--- src/base85_guid_decoder_core_defines.svh ---
// Assertion macros shared by the base85 GUID decoder RTL.
// Depends on nothing; include it before the module that asserts.
`ifndef BASE85_GUID_DECODER_CORE_DEFINES_SVH
`define BASE85_GUID_DECODER_CORE_DEFINES_SVH

// A condition that must hold at every clock edge outside reset.
`define B85G_ASSERT_ALWAYS(label, clk, rst, cond, msg) \
   label: assert property (@(posedge clk) disable iff (rst) (cond)) else $error(msg);

// A condition that, once seen, must be followed by another in the next cycle.
`define B85G_ASSERT_NEXT(label, clk, rst, ante, cons, msg) \
   label: assert property (@(posedge clk) disable iff (rst) (ante) |=> (cons)) else $error(msg);

`endif

--- src/b85g_pkg.sv ---
// Package for the base85 GUID decoder: widths, the digit and weight tables,
// and the beat types that pass between the front end, the back end and the queues.
package b85g_pkg;

   localparam int CHARS_PER_FRAME_DEF = 20;
   localparam int POS_W    = 7;   // holds a frame position up to 127
   localparam int SLOT_W   = 3;   // digit position within a word, 0 to 4
   localparam int DIGIT_W  = 7;   // a base85 digit, 0 to 84
   localparam int WEIGHT_W = 26;  // 85^4 fits in 26 bits
   localparam int PROD_W   = DIGIT_W + WEIGHT_W;
   localparam int WORD_W   = 32;
   localparam int INDEX_W  = 2;
   localparam int QUEUE_DEPTH = 2;

   localparam logic [SLOT_W-1:0] LAST_SLOT = SLOT_W'(4);
   localparam logic [7:0]        NO_DIGIT  = 8'hff;

   localparam logic [7:0] DIGIT_TABLE [128] = '{
      8'hff,8'hff,8'hff,8'hff,8'hff,8'hff,8'hff,8'hff,
      8'hff,8'hff,8'hff,8'hff,8'hff,8'hff,8'hff,8'hff,
      8'hff,8'hff,8'hff,8'hff,8'hff,8'hff,8'hff,8'hff,
      8'hff,8'hff,8'hff,8'hff,8'hff,8'hff,8'hff,8'hff,
      8'hff,8'h00,8'hff,8'hff,8'h01,8'h02,8'h03,8'h04,
      8'h05,8'h06,8'h07,8'h08,8'h09,8'h0a,8'h0b,8'hff,
      8'h0c,8'h0d,8'h0e,8'h0f,8'h10,8'h11,8'h12,8'h13,
      8'h14,8'h15,8'hff,8'hff,8'hff,8'h16,8'hff,8'h17,
      8'h18,8'h19,8'h1a,8'h1b,8'h1c,8'h1d,8'h1e,8'h1f,
      8'h20,8'h21,8'h22,8'h23,8'h24,8'h25,8'h26,8'h27,
      8'h28,8'h29,8'h2a,8'h2b,8'h2c,8'h2d,8'h2e,8'h2f,
      8'h30,8'h31,8'h32,8'h33,8'hff,8'h34,8'h35,8'h36,
      8'h37,8'h38,8'h39,8'h3a,8'h3b,8'h3c,8'h3d,8'h3e,
      8'h3f,8'h40,8'h41,8'h42,8'h43,8'h44,8'h45,8'h46,
      8'h47,8'h48,8'h49,8'h4a,8'h4b,8'h4c,8'h4d,8'h4e,
      8'h4f,8'h50,8'h51,8'h52,8'hff,8'h53,8'h54,8'hff
   };

   // Place value of a digit within its word, least significant digit first.
   function automatic logic [WEIGHT_W-1:0] weight_of(input logic [SLOT_W-1:0] slot);
      logic [WEIGHT_W-1:0] w;
      unique case (slot)
         3'd0:    w = WEIGHT_W'(1);
         3'd1:    w = WEIGHT_W'(85);
         3'd2:    w = WEIGHT_W'(7225);
         3'd3:    w = WEIGHT_W'(614125);
         3'd4:    w = WEIGHT_W'(52200625);
         default: w = '0;
      endcase
      return w;
   endfunction

   // A classified character as handed from the front end to the back end.
   typedef struct packed {
      logic [DIGIT_W-1:0] digit;
      logic [SLOT_W-1:0]  slot;
      logic [INDEX_W-1:0] word_index;
      logic               bad;
      logic               emit;
      logic               last;
   } item_type;

   // One result beat.
   typedef struct packed {
      logic [WORD_W-1:0]  word_value;
      logic [INDEX_W-1:0] word_index;
      logic               bad_char;
      logic               frame_last;
   } result_type;

endpackage

--- src/b85g_fifo.sv ---
// Small first-in first-out queue of flip-flops with a push/full and pop/empty interface.
// Depends on nothing; used for the item queue and the result queue of the decoder.
module b85g_fifo #(
   parameter int WIDTH = 8,
   parameter int DEPTH = 2
) (
   input  logic             clock,
   input  logic             reset,
   input  logic             push,
   input  logic [WIDTH-1:0] push_data,
   output logic             full,
   input  logic             pop,
   output logic [WIDTH-1:0] pop_data,
   output logic             empty
);

   localparam int PTR_W = (DEPTH > 1) ? $clog2(DEPTH) : 1;
   localparam int CNT_W = $clog2(DEPTH + 1);

   logic [WIDTH-1:0] store_ff [DEPTH];
   logic [PTR_W-1:0] wr_ptr_ff, wr_ptr_in;
   logic [PTR_W-1:0] rd_ptr_ff, rd_ptr_in;
   logic [CNT_W-1:0] count_ff, count_in;
   logic             do_push, do_pop;

   assign full     = (count_ff == CNT_W'(DEPTH));
   assign empty    = (count_ff == '0);
   assign do_push  = push && !full;
   assign do_pop   = pop && !empty;
   assign pop_data = store_ff[rd_ptr_ff];

   always_comb begin
      wr_ptr_in = wr_ptr_ff;
      rd_ptr_in = rd_ptr_ff;
      count_in  = count_ff;
      if (do_push) begin
         wr_ptr_in = (wr_ptr_ff == PTR_W'(DEPTH - 1)) ? '0 : PTR_W'(wr_ptr_ff + 1'b1);
      end
      if (do_pop) begin
         rd_ptr_in = (rd_ptr_ff == PTR_W'(DEPTH - 1)) ? '0 : PTR_W'(rd_ptr_ff + 1'b1);
      end
      if (do_push && !do_pop) begin
         count_in = CNT_W'(count_ff + 1'b1);
      end else if (do_pop && !do_push) begin
         count_in = CNT_W'(count_ff - 1'b1);
      end
   end

   always_ff @(posedge clock) begin
      if (reset) begin
         wr_ptr_ff <= '0;
         rd_ptr_ff <= '0;
         count_ff  <= '0;
      end else begin
         wr_ptr_ff <= wr_ptr_in;
         rd_ptr_ff <= rd_ptr_in;
         count_ff  <= count_in;
      end
   end

   always_ff @(posedge clock) begin
      if (do_push) begin
         store_ff[wr_ptr_ff] <= push_data;
      end
   end

endmodule

--- src/b85g_front.sv ---
// Front end of the decoder: digit lookup, frame position tracking, classification.
// Depends on b85g_pkg and the assertion macros.
`include "base85_guid_decoder_core_defines.svh"
module b85g_front
   import b85g_pkg::*;
#(
   parameter int CHARS_PER_FRAME = CHARS_PER_FRAME_DEF
) (
   input  logic       clock,
   input  logic       reset,
   input  logic       accept,
   input  logic [7:0] char_code,
   output item_type   item
);

   logic [POS_W-1:0]   pos_ff, pos_in;
   logic [SLOT_W-1:0]  slot_ff, slot_in;
   logic [INDEX_W-1:0] word_ff, word_in;
   logic [7:0]         entry;
   logic               bad, frame_end;

   assign entry     = DIGIT_TABLE[char_code[6:0]];
   assign bad       = char_code[7] || (entry == NO_DIGIT);
   assign frame_end = (pos_ff == POS_W'(CHARS_PER_FRAME - 1));

   always_comb begin
      item.digit      = entry[DIGIT_W-1:0];
      item.slot       = slot_ff;
      item.word_index = word_ff;
      item.bad        = bad;
      item.emit       = bad || frame_end || (slot_ff == LAST_SLOT);
      item.last       = bad || frame_end;
   end

   // Position counters restart after an aborted frame and at the end of every frame.
   always_comb begin
      pos_in  = pos_ff;
      slot_in = slot_ff;
      word_in = word_ff;
      if (accept) begin
         if (bad || frame_end) begin
            pos_in  = '0;
            slot_in = '0;
            word_in = '0;
         end else begin
            pos_in = POS_W'(pos_ff + 1'b1);
            if (slot_ff == LAST_SLOT) begin
               slot_in = '0;
               word_in = INDEX_W'(word_ff + 1'b1);
            end else begin
               slot_in = SLOT_W'(slot_ff + 1'b1);
            end
         end
      end
   end

   always_ff @(posedge clock) begin
      if (reset) begin
         pos_ff  <= '0;
         slot_ff <= '0;
         word_ff <= '0;
      end else begin
         pos_ff  <= pos_in;
         slot_ff <= slot_in;
         word_ff <= word_in;
      end
   end

   `B85G_ASSERT_ALWAYS(a_pos_in_frame, clock, reset, pos_ff < POS_W'(CHARS_PER_FRAME), "frame position ran past the frame")
   `B85G_ASSERT_ALWAYS(a_slot_range, clock, reset, slot_ff <= LAST_SLOT, "digit slot out of range")
   `B85G_ASSERT_NEXT(a_abort_restart, clock, reset, accept && bad, (pos_ff == '0) && (slot_ff == '0) && (word_ff == '0), "frame did not restart after a bad character")

endmodule

--- src/b85g_back.sv ---
// Back end of the decoder: multiplies each digit by its place value and accumulates words.
// Depends on b85g_pkg and the assertion macros.
`include "base85_guid_decoder_core_defines.svh"
module b85g_back
   import b85g_pkg::*;
(
   input  logic       clock,
   input  logic       reset,
   input  logic       item_valid,
   input  item_type   item,
   output logic       item_pop,
   input  logic       result_full,
   output logic       result_push,
   output result_type result
);

   logic [WORD_W-1:0] acc_ff, acc_in;
   logic [PROD_W-1:0] product;
   logic [WORD_W-1:0] base, sum;

   assign item_pop    = item_valid && !result_full;
   assign result_push = item_pop && item.emit;

   assign product = PROD_W'(item.digit) * PROD_W'(weight_of(item.slot));
   assign base    = (item.slot == '0) ? '0 : acc_ff;
   assign sum     = base + product[WORD_W-1:0];

   always_comb begin
      result.word_value = item.bad ? '0 : sum;
      result.word_index = item.word_index;
      result.bad_char   = item.bad;
      result.frame_last = item.last;
   end

   always_comb begin
      acc_in = acc_ff;
      if (item_pop) begin
         acc_in = item.emit ? '0 : sum;
      end
   end

   always_ff @(posedge clock) begin
      if (reset) begin
         acc_ff <= '0;
      end else begin
         acc_ff <= acc_in;
      end
   end

   `B85G_ASSERT_NEXT(a_acc_cleared, clock, reset, item_pop && item.emit, acc_ff == '0, "accumulator not cleared after a word was sent")

endmodule

--- src/base85_guid_decoder_core.sv ---
// Top level of the base85 GUID decoder: front end, item queue, back end, result queue.
// Depends on b85g_pkg, b85g_fifo, b85g_front and b85g_back.
//
// Usage. Characters arrive one byte per beat on the request side: a beat is taken at a
// rising edge where req_push is high and req_full is low. Each byte is a base85 digit;
// five digits make a 32-bit word, least significant digit first, and CHARS_PER_FRAME
// characters make a frame (twenty characters, four words, one GUID by default).
// A result beat appears on the response side for every completed word, with its index
// in the frame; the final word is flagged as last. A byte outside the alphabet yields a
// result with bad_char and frame_last set and a zero word, and the next byte opens a
// new frame. A result is held on the rsp_ ports while rsp_empty is low and is taken at
// an edge where rsp_pop is high.
// Throughput is one character per cycle while req_full is low; the single digit
// multiply-accumulate in the back end sets that figure. The character that completes
// a word is registered in the item queue, the back end writes the word into the
// result queue, and from then on it shows on the response ports when nothing older waits.
// Reset clears the frame position, the accumulator and both queues.
// When the receiver stalls, the result queue fills, the back end stops, and then the
// item queue fills and req_full rises; nothing is dropped.
module base85_guid_decoder_core
   import b85g_pkg::*;
#(
   parameter int CHARS_PER_FRAME = CHARS_PER_FRAME_DEF
) (
   input  logic                clock,
   input  logic                reset,
   input  logic                req_push,
   output logic                req_full,
   input  logic [7:0]          req_char_code,
   output logic                rsp_empty,
   input  logic                rsp_pop,
   output logic [WORD_W-1:0]   rsp_word_value,
   output logic [INDEX_W-1:0]  rsp_word_index,
   output logic                rsp_bad_char,
   output logic                rsp_frame_last
);

   // The item queue decouples classification from the arithmetic, so the front end
   // keeps taking characters while the back end waits on a full result queue.
   logic       accept;
   item_type   front_item, back_item;
   logic       item_empty, item_pop;
   logic       result_full, result_push;
   result_type back_result, out_result;

   assign accept = req_push && !req_full;

   b85g_front #(
      .CHARS_PER_FRAME(CHARS_PER_FRAME)
   ) u_front (
      .clock     (clock),
      .reset     (reset),
      .accept    (accept),
      .char_code (req_char_code),
      .item      (front_item)
   );

   b85g_fifo #(
      .WIDTH($bits(item_type)),
      .DEPTH(QUEUE_DEPTH)
   ) u_item_queue (
      .clock     (clock),
      .reset     (reset),
      .push      (accept),
      .push_data (front_item),
      .full      (req_full),
      .pop       (item_pop),
      .pop_data  (back_item),
      .empty     (item_empty)
   );

   b85g_back u_back (
      .clock       (clock),
      .reset       (reset),
      .item_valid  (!item_empty),
      .item        (back_item),
      .item_pop    (item_pop),
      .result_full (result_full),
      .result_push (result_push),
      .result      (back_result)
   );

   // The result queue lets the back end finish a word while the previous one waits.
   b85g_fifo #(
      .WIDTH($bits(result_type)),
      .DEPTH(QUEUE_DEPTH)
   ) u_result_queue (
      .clock     (clock),
      .reset     (reset),
      .push      (result_push),
      .push_data (back_result),
      .full      (result_full),
      .pop       (rsp_pop),
      .pop_data  (out_result),
      .empty     (rsp_empty)
   );

   assign rsp_word_value = out_result.word_value;
   assign rsp_word_index = out_result.word_index;
   assign rsp_bad_char   = out_result.bad_char;
   assign rsp_frame_last = out_result.frame_last;

endmodule

--- config.mk ---
export PLATFORM = sky130hd
export DESIGN_NAME = base85_guid_decoder_core
export DESIGN_NICKNAME = d
export VERILOG_FILES = /design/src/b85g_pkg.sv /design/src/b85g_fifo.sv /design/src/b85g_front.sv /design/src/b85g_back.sv /design/src/base85_guid_decoder_core.sv
export VERILOG_INCLUDE_DIRS = /design/src /design/src/src
export SDC_FILE = /design/constraint.sdc
export NUM_CORES = 1
export LEC_CHECK = 0
export ABC_AREA = 1
export ABC_CLOCK_PERIOD_IN_PS = 5800
export BUFFER_PORTS_ARGS = -buffer_cell sky130_fd_sc_hd__buf_2
export CORE_MARGIN = 1.5
export CORE_UTILIZATION = 55
export DETAILED_ROUTE_END_ITERATION = 10
export PLACE_DENSITY_LB_ADDON = 0.3
export SYNTH_ARGS = -nofsm -noshare
export SYNTH_HDL_FRONTEND = slang
export SYNTH_SLANG_ARGS = --single-unit
--- constraint.sdc ---
create_clock -name clock -period 5.8 [get_ports clock]
set_input_delay 0.58 -clock clock [delete_from_list [all_inputs] [get_ports clock]]
set_output_delay 0.58 -clock clock [all_outputs]
set_load 0.1 [all_outputs]
== Word-level counts from Yosys, hierarchy flattened ==
Memory sizes are Yosys's and may differ from the RTL's. A register that Yosys moved wholly into a read port is not among the register bits.
Index checks and enable logic that the tools add are counted.
Widths: inputs -> output; s select.

* $add $sub $neg: 12
* Multipliers: 1
* $lt $le $gt $ge: 1
* Eq/ne operators: 9
* Muxes and demuxes: 27
* Bitwise gates (word level): 1
* Reductions and logical operators: 29

{| class="wikitable"
|+ Operator list
! kind !! number
|-
| $pmux 26 s5 || 1
|-
| $mux 32 || 3
|-
| $add 32x32->32 || 1
|-
| $mul 7x26->32 || 1
|-
| $mux 8 || 2
|-
| $mux 1 || 12
|-
| $mux 2 || 6
|-
| $logic_and 1x1->1 || 11
|-
| $eq 8x8->1 const B || 1
|-
| $ge 8x8->1 const B || 1
|-
| $logic_not 1->1 || 8
|-
| $not 7->8 || 1
|-
| $add 7x1->7 const B || 1
|-
| $eq 7x5->1 const B || 1
|-
| $mux 7 || 1
|-
| $add 2x1->2 const B || 3
|-
| $eq 3x2->1 const B || 2
|-
| $eq 3x3->1 const B || 2
|-
| $mux 3 || 2
|-
| $reduce_bool 2->1 || 3
|-
| $add 1x1->1 const B || 4
|-
| $eq 2x2->1 const B || 2
|-
| $logic_not 2->1 || 2
|-
| $sub 2x1->2 const B || 2
|-
| 5 further kinds || 7
|}

* Flip-flop bits (word level): 52
* Memory bits (writable): 102
* Memory bits (read-only): 1024
* Input bits: 12
* Output and inout port bits: 38
* Logic and storage cells: 93
* Memories kept: 3

{| class="wikitable"
|+ Memory list
! memory !! depth !! width !! rd ports !! clocked after memory_dff !! write ports !! line !! text
|-
| (no name shown) || 128 || 8 || 1 || 0 || 0 || b85g_front.sv:22 || <nowiki>assign entry = DIGIT_TABLE[char_code[6:0]];</nowiki>
|-
| u_result_queue.store_ff || 2 || 36 || 1 || 1 || 1 || b85g_fifo.sv:20 || <nowiki>logic [WIDTH-1:0] store_ff [DEPTH];</nowiki>
|-
| u_item_queue.store_ff || 2 || 15 || 1 || 1 || 1 || b85g_fifo.sv:20 ||
|}

== Depth between registers and ports, before layout ==
Gate-level depths: netlist of run 1.

* Word-level depth: 9
* Gate-level depth with buffers: 33
* Depth with buffers taken out: 33

== Hierarchy ==
From an unflattened synthesis of run 1, not the netlist that was laid out.

* Cell total of the unflattened synthesis: 1609
* Area, all modules: 13269.0 µm²

{| class="wikitable"
|+ Modules (own cells, without submodules)
! module !! times used !! cells each !! area each (µm²) !! seq. area each (µm²)
|-
| b85g_back || 1 || 1142 || 7469.7 || 640.6
|-
| b85g_fifo (u_result_queue) || 1 || 149 || 3001.6 || 2262.2
|-
| b85g_front || 1 || 231 || 1401.3 || 240.2
|-
| b85g_fifo (u_item_queue) || 1 || 84 || 1382.6 || 1001.0
|-
| base85_guid_decoder_core || 1 || 3 || 13.8 || 0.0
|}

== Least setup slack after synthesis of run 1 ==
No wires, ideal clock.

* Kind: flip-flop to flip-flop
* Start: reg (tool-made name)
* End: mem u_result_queue.store_ff[0][27] (netlist name) (data pin)
* Library setup time: 270 ps
* Data arrival time: 4911 ps
* Data required time: 5530 ps
* Path slack: 619 ps
* Stages on the path, launching flop included: 25
* Buffers on the path: 2
* Clock period less this slack: 5181 ps
* Cells stage by stage: dfxtp_1 > buf_4 > buf_2 > nand2_1 > o21ai_0 > inv_1 > nor2_1 > inv_1 > nor2_1 > fa_1 > fa_1 > fa_1 > inv_1 > fa_1 > inv_1 > ha_1 > a21oi_1 > o21ai_0 > a21oi_1 > inv_1 > a21oi_1 > nand2_1 > or2_2 > nand2_1 > nor2_1

{| class="wikitable"
|+ RTL lines
! item !! line
|-
| end: declaration || b85g_fifo.sv:20
|}

==> results.py, run 1 <==
metrics = {
    "timing": {
        "setup_tns_ns": 0,
        "period_minus_slack_ns": 5.550,
        "tightest_slew_ns": 1.067,
        "clock.fmax_mhz": 180.2,
        "fin_crit_sh_pct": 95.69,
        "drv_slew": 0,
        "fin_skew_ns": 0.01235,
        "max-slew-margin-rel_pct": 28.72,
        "hold_violations": 0,
        "setup_viol": 0,
    },
    "synthesis": {
        "synth_edf_count": 102,
        "synth_ff_type": "edfxtp_1",
        "synthesis.nets": 1620,
        "ys_types": 51,
        "ys_seq_area_share_pct": 33.52,
        "async_flop_share_pct": 0,
        "yosys_warnings": 0,
        "syn_area_mm2": 0.01236,
        "netlist_instances": 1411,
        "synth-seq-cells": 156,
        "syn_area_per_cell_um2": 8.761,
    },
    "route": {
        "wl_per_cell_um": 15.89,
        "first_pass_iters": 11,
        "drt-initial-drc-count": 609,
        "postRouteAntennaNets": 0,
        "wirelength_um": 28040,
        "drc": 5,
        "vias": 9261,
        "avgViaCountPerCell": 5.250,
    },
    "worst_setup_path": {
        "start_kind": "flip-flop",
        "path_max_fanout": 8,
        "crit_top_cell": "inv_1",
        "crit_required_ns": 6.06,
        "rrSetupSlack_ns": 0.25,
        "worstReg2RegEnd": "u_result_queue.store_ff[0][34]",
        "r2r_cells": 30,
        "critPathMaxStageDelay_ns": 0.55,
        "crit_path_end_kind": "flip-flop",
        "critPathBufInv": 8,
        "worstPathArrival_ns": 5.81,
        "slowest_stage": "fa_1",
        "cpLargestDelayFamily": "adder cells",
        "worstSetupPathType": "reg2reg",
    },
    "run_status": {
        "violations": "design-rule violations",
        "outcome": "complete, but fails checks",
    },
    "global_routing": {
        "groute.usage.overall_pct": 25.32,
        "use_met3_pct": 4.310,
        "grt_max_degree": 38,
        "grt_antenna_before_repair": 0,
        "grt_pass1_vias": 9391,
        "grt-ovfl-total": 0,
        "met1_usage_pct": 35.94,
        "use_met2_pct": 41.12,
        "grt_pass1_wl_um": 46930,
        "top_usage_layer": "met2",
    },
    "worst_hold_path": {
        "hold_depth": 1,
        "min_from": "u_item_queue.rd_ptr_ff",
        "hold_end": "u_item_queue.rd_ptr_ff",
        "min_path_type": "reg2reg",
    },
    "clock_network": {
        "htreeDepth": 4,
        "cts_buffers": 17,
        "hold_buffers": 0,
        "cts_tree": "built",
        "clock_path_buffers": 2,
        "insertion_delay_ns": 0.43,
        "clk_pin_slew_ns": 0.07,
        "cts-root-buf": "clkbuf_16",
        "cts_sinks": 156,
    },
    "cells_and_area": {
        "fill_cells": 1860,
        "nNetsFinal": 1680,
        "regArea_mm2": 0.004148,
        "final_cell_mix": "inv_1 (292), nand2_1 (238), nor2_1 (130)",
        "drive_gt1_share_pct": 15.23,
        "final_common_cell": "inv_1",
        "multi_input_area_mm2": 0.007067,
        "antennaDiodeCount": 0,
        "synthToLayoutAreaGrowth_pct": 11.23,
    },
    "floorplanning": {
        "dieArea_mm2": 0.02338,
        "start_util_pct": 56.30,
        "die_h_um": 152.9,
        "rows": 54,
        "die_x_um": 152.9,
        "coreArea_mm2": 0.02196,
        "io_pins": 50,
    },
    "placement": {
        "gp_congestion": 0.9245,
        "place_hpwl_um": 22030,
        "io_buffers": 49,
    },
    "run": {
        "max_cap_violations": 0,
    },
}
==> layout make-up <==
| type | count | share of cell area [%] |
|---|---|---|
| Inverter | 307 | 8.426 |
| Clock buffer | 17 | 3.094 |
| Clock inverter | 15 | 1.392 |
| Multi-Input combinational cell | 918 | 51.39 |
| Timing Repair Buffer | 71 | 2.985 |
| Tap cell | 280 | 2.548 |
| Sequential cell | 156 | 30.16 |
==> cells by family after synthesis <==
| group | count (synthesis) | synth area share (%) |
|---|---|---|
| flops | 156 | 33.52 |
| mux | 42 | 3.826 |
| simple gates | 490 | 16.94 |
| fa+ha+maj | 197 | 25.89 |
| buf+inv | 337 | 10.49 |
| xor+xnor | 32 | 2.267 |
| compound gates | 157 | 7.065 |
==> per-stage QoR <==
step / instances / instance area [um^2] / hold slack, ns / setup slack (ns) / utilization (%)
global placement: 1731 / 13000 / 0.4367 / -0.08225 / 59.18
floorplan: 1411 / 12360 / 0.4256 / 0.6193 / -
global route: 1764 / 13750 / 0.4907 / -0.02048 / 62.62
CTS: 1763 / 13620 / 0.4577 / 0.02231 / 62.02
detailed placement: 1731 / 13000 / 0.4502 / -0.1774 / 59.18
finish: 1764 / 13750 / 0.4578 / 0.2499 / 62.62
==> worst max-delay path by stage <==
stage	start	end	slack, ns	cells after the start
5_1_grt	flip-flop	u_result_queue.store_ff[0][27]	-0.02	30
3_5_place_dp	flip-flop	u_result_queue.store_ff[0][34]	-0.18	20
3_3_place_gp	flip-flop	u_result_queue.store_ff[1][34]	-0.08	20
6_report	flip-flop	u_result_queue.store_ff[0][34]	0.25	30
4_1_cts	flip-flop	u_result_queue.store_ff[0][34]	0.02	21
2_1_floorplan	flip-flop	u_result_queue.store_ff[0][27]	0.62	24
==> per-layer routing <==
layer / up-vias / wire, um
met5: - / 0
met4: 0 / 355
met3: 33 / 1615
met2: 267 / 12620
met1: 4382 / 13450
li1: 4579 / -
==> synthesized netlist by cell type (3+ instances only) <==
master | number | area, um^2
a21o_1 | 10 | 75.07
a21oi_1 | 84 | 420.4
a22oi_1 | 3 | 22.52
buf_4 | 3 | 22.52
clkbuf_1 | 20 | 75.07
dfxtp_1 | 54 | 1081
edfxtp_1 | 102 | 3063
fa_1 | 98 | 1962
ha_1 | 99 | 1239
inv_1 | 295 | 1107
inv_2 | 11 | 41.29
mux2_2 | 42 | 473.0
nand2_1 | 242 | 908.4
nand2_2 | 7 | 43.79
nand3_1 | 51 | 255.2
nand3b_1 | 3 | 22.52
nand4_1 | 7 | 43.79
nand4_4 | 3 | 63.81
nor2_1 | 142 | 533.0
nor3_1 | 11 | 55.05
nor4_1 | 3 | 18.77
o21ai_0 | 35 | 175.2
o21ai_1 | 6 | 30.03
o21ai_2 | 4 | 35.03
o21bai_1 | 4 | 30.03
or2_2 | 9 | 56.30
xnor2_1 | 11 | 96.34
xor2_1 | 21 | 183.9
==> sequential cells by signal, summed over array words and instances (netlist names), 2 cells and up, named ones only <==
name,cells
u_result_queue.store_ff,72
u_back.acc_ff,32
u_front.slot_ff,3
u_item_queue.count_ff,2
u_front.pos_ff,7
u_item_queue.store_ff,30
u_front.word_ff,2
u_result_queue.count_ff,2
==> timing repair <==
action	4_1_cts	5_1_grt
endpoints found under the hold margin	0	0
pin swaps	0	0
endpoints found under the setup margin	17	57
gates resized for setup	4	43
buffers inserted	0	1
==> worst register-to-register path, delay by kind of cell (launching register included) <==
family	cells	cell delay, ns
xor+xnor	2	0.35
simple gates	12	1.41
fa+ha+maj	5	2.10
buf+inv	8	0.62
flops	1	0.41
compound gates	3	0.51
Power of run 1 is left out: the tool's default activity adds up to more than one toggle a clock period on the data nets, which glitch-free logic cannot reach.
==> run 2, diff against run 1 <==
--- a/config.mk
+++ b/config.mk
@@ -10,7 +10,7 @@
 export ABC_CLOCK_PERIOD_IN_PS = 5800
 export BUFFER_PORTS_ARGS = -buffer_cell sky130_fd_sc_hd__buf_2
 export CORE_MARGIN = 1.5
-export CORE_UTILIZATION = 55
+export CORE_UTILIZATION = 50
 export DETAILED_ROUTE_END_ITERATION = 10
 export PLACE_DENSITY_LB_ADDON = 0.3
 export SYNTH_ARGS = -nofsm -noshare
==> results.py, run 2 (synthesis results as in run 1) <==
metrics = {
    "floorplanning": {
        "start_util_pct": 50.83,
        "die_h_um": 160.2,
        "io_pins": 50,
        "die_x_um": 160.2,
        "dieArea_mm2": 0.02568,
        "coreArea_mm2": 0.02432,
        "rows": 57,
    },
    "worst_setup_path": {
        "cp_cell_sequence": "buf_4, nand2_1, o21ai_1, inv_1, nor2_2, inv_1, nor2_2, buf_4, fa_1, fa_1, inv_1, fa_1, fa_1, inv_1, ha_1, a21oi_1, o21ai_0, a21oi_1, nand3_1, a21oi_2, xor2_1, nor2b_2",
        "crit_path_end_kind": "flip-flop",
        "start_kind": "flip-flop",
        "slowest_stage": "fa_1",
        "worstReg2RegEnd": "u_result_queue.store_ff[0][34]",
        "worstSetupPathType": "reg2reg",
        "crit_required_ns": 6.07,
        "worstPathArrival_ns": 5.90,
        "path_max_fanout": 12,
        "r2r_cells": 22,
        "rrSetupSlack_ns": 0.17,
        "critPathMaxStageDelay_ns": 0.51,
    },
    "worst_hold_path": {
        "hold_depth": 1,
        "min_path_type": "reg2reg",
        "min_from": "u_item_queue.rd_ptr_ff",
    },
    "clock_network": {
        "cts-root-buf": "clkbuf_16",
        "cts_sinks": 156,
        "cts_tree": "built",
        "insertion_delay_ns": 0.43,
        "htreeDepth": 4,
        "clk_pin_slew_ns": 0.07,
        "clock_path_buffers": 2,
        "cts_buffers": 17,
        "hold_buffers": 0,
    },
    "timing": {
        "rsz0062_at_grt": "true",
        "clock.fmax_mhz": 177.7,
        "period_minus_slack_ns": 5.628,
        "fin_crit_sh_pct": 97.04,
        "fin_skew_ns": 0.01413,
        "fin_hold_ws_ns": 0.4569,
        "hold_violations": 0,
        "tightest_slew_ns": 1.046,
        "setup_viol": 0,
        "max-slew-margin-rel_pct": 30.07,
        "drv_slew": 0,
    },
    "placement": {
        "io_buffers": 49,
        "gp_congestion": 0.9218,
        "place_hpwl_um": 22330,
    },
    "cells_and_area": {
        "largestRegisters": "u_result_queue.store_ff (72), u_back.acc_ff (32), u_item_queue.store_ff (30)",
        "regArea_mm2": 0.004148,
        "final_common_cell": "inv_1",
        "drive_gt1_share_pct": 14.86,
        "synthToLayoutAreaGrowth_pct": 11.62,
        "multi_input_area_mm2": 0.007074,
        "nNetsFinal": 1683,
        "final_cell_mix": "inv_1 (291), nand2_1 (241), nor2_1 (132)",
        "largest_reg_flops": 72,
        "top_register": "u_result_queue.store_ff",
        "fill_cells": 2135,
        "antennaDiodeCount": 0,
    },
    "global_routing": {
        "grt_antenna_before_repair": 0,
        "grt_max_degree": 38,
        "grt-ovfl-total": 0,
        "groute.usage.overall_pct": 23.08,
        "grt_pass1_wl_um": 46620,
        "grt_pass1_vias": 9157,
    },
    "route": {
        "first_pass_iters": 8,
        "vias": 9299,
        "drc": 0,
        "wl_per_cell_um": 15.64,
        "avgViaCountPerCell": 5.135,
        "drt-initial-drc-count": 616,
        "postRouteAntennaNets": 0,
        "wirelength_um": 28320,
    },
    "run_status": {
        "outcome": "complete, no violations",
    },
    "run": {
        "max_cap_violations": 0,
    },
}
run 2: cell count changes in the layout (fill, tap and decap cells not counted), moves of 3 or more:
cell | before | now
o21ai_0 | 29 | 32
buf_4 | 22 | 25
inv_6 | 3 | 6
nand2_2 | 11 | 8
ha_4 | 0 | 3
clkinv_8 | 7 | 0
nand2_1 | 238 | 241
run 2: worst max-delay path: cells and delay by family, from the launching register on:
kind | cells | cell delay [ns]
AO/OA/AOI/OAI | 5 | 1.02
XOR/XNOR | 1 | 0.22
adder cells (fa/ha/maj) | 5 | 2.18
buffers and inverters | 6 | 0.77
flip-flops | 1 | 0.40
AND/OR/NAND/NOR | 5 | 0.86
run 2: cell type report:
class / instances / area share (%)
clock buffers: 18 / 3.110
clock inverters: 14 / 1.061
inverters: 307 / 8.424
multi-input cells: 918 / 51.27
flip-flops and latches: 156 / 30.06
well taps: 324 / 2.938
repair buffers: 74 / 3.137
run 2: repair_timing:
item / 4_1_cts / 5_1_grt
resized for setup: 5 / 33
endpoints found under the setup margin: 12 / 44
buffers inserted: 0 / 1
pin swaps: 0 / 2
run 2: metrics by stage:
step	setup TNS, ns	util (%)	std cells	cell area, um^2	setup slack (ns)
6_report	0	56.74	1811	13800	0.1717
5_1_grt	-0.1641	56.74	1811	13800	-0.05304
4_1_cts	0	56.15	1810	13650	0.07664
3_5_place_dp	-0.7273	53.75	1778	13070	-0.2218
3_3_place_gp	-0.5080	53.75	1778	13070	-0.1489
2_1_floorplan	0	-	1411	12360	0.6193
run 2: worst max-delay path by stage:
stage                                endpoint  cells after the start
2_1_floorplan  u_result_queue.store_ff[0][27]                     24
3_3_place_gp   u_result_queue.store_ff[0][34]                     20
3_5_place_dp   u_result_queue.store_ff[1][34]                     20
4_1_cts        u_result_queue.store_ff[0][34]                     21
5_1_grt        u_result_queue.store_ff[0][34]                     24
6_report       u_result_queue.store_ff[0][34]                     22
run 2: routing by layer:
| metal | GRT usage [%] | vias to the layer above | part of all wire, % |
|---|---|---|---|
| met1 | 31.65 | 4430 | 46 |
| met2 | 37.87 | 246 | 47 |
| li1 | - | 4578 | - |
| met4 | 6.967 | 0 | 2.1 |
| met5 | 0 | - | 0 |
| met3 | 3.481 | 45 | 5.3 |
Power of run 2 is left out for the same reason.
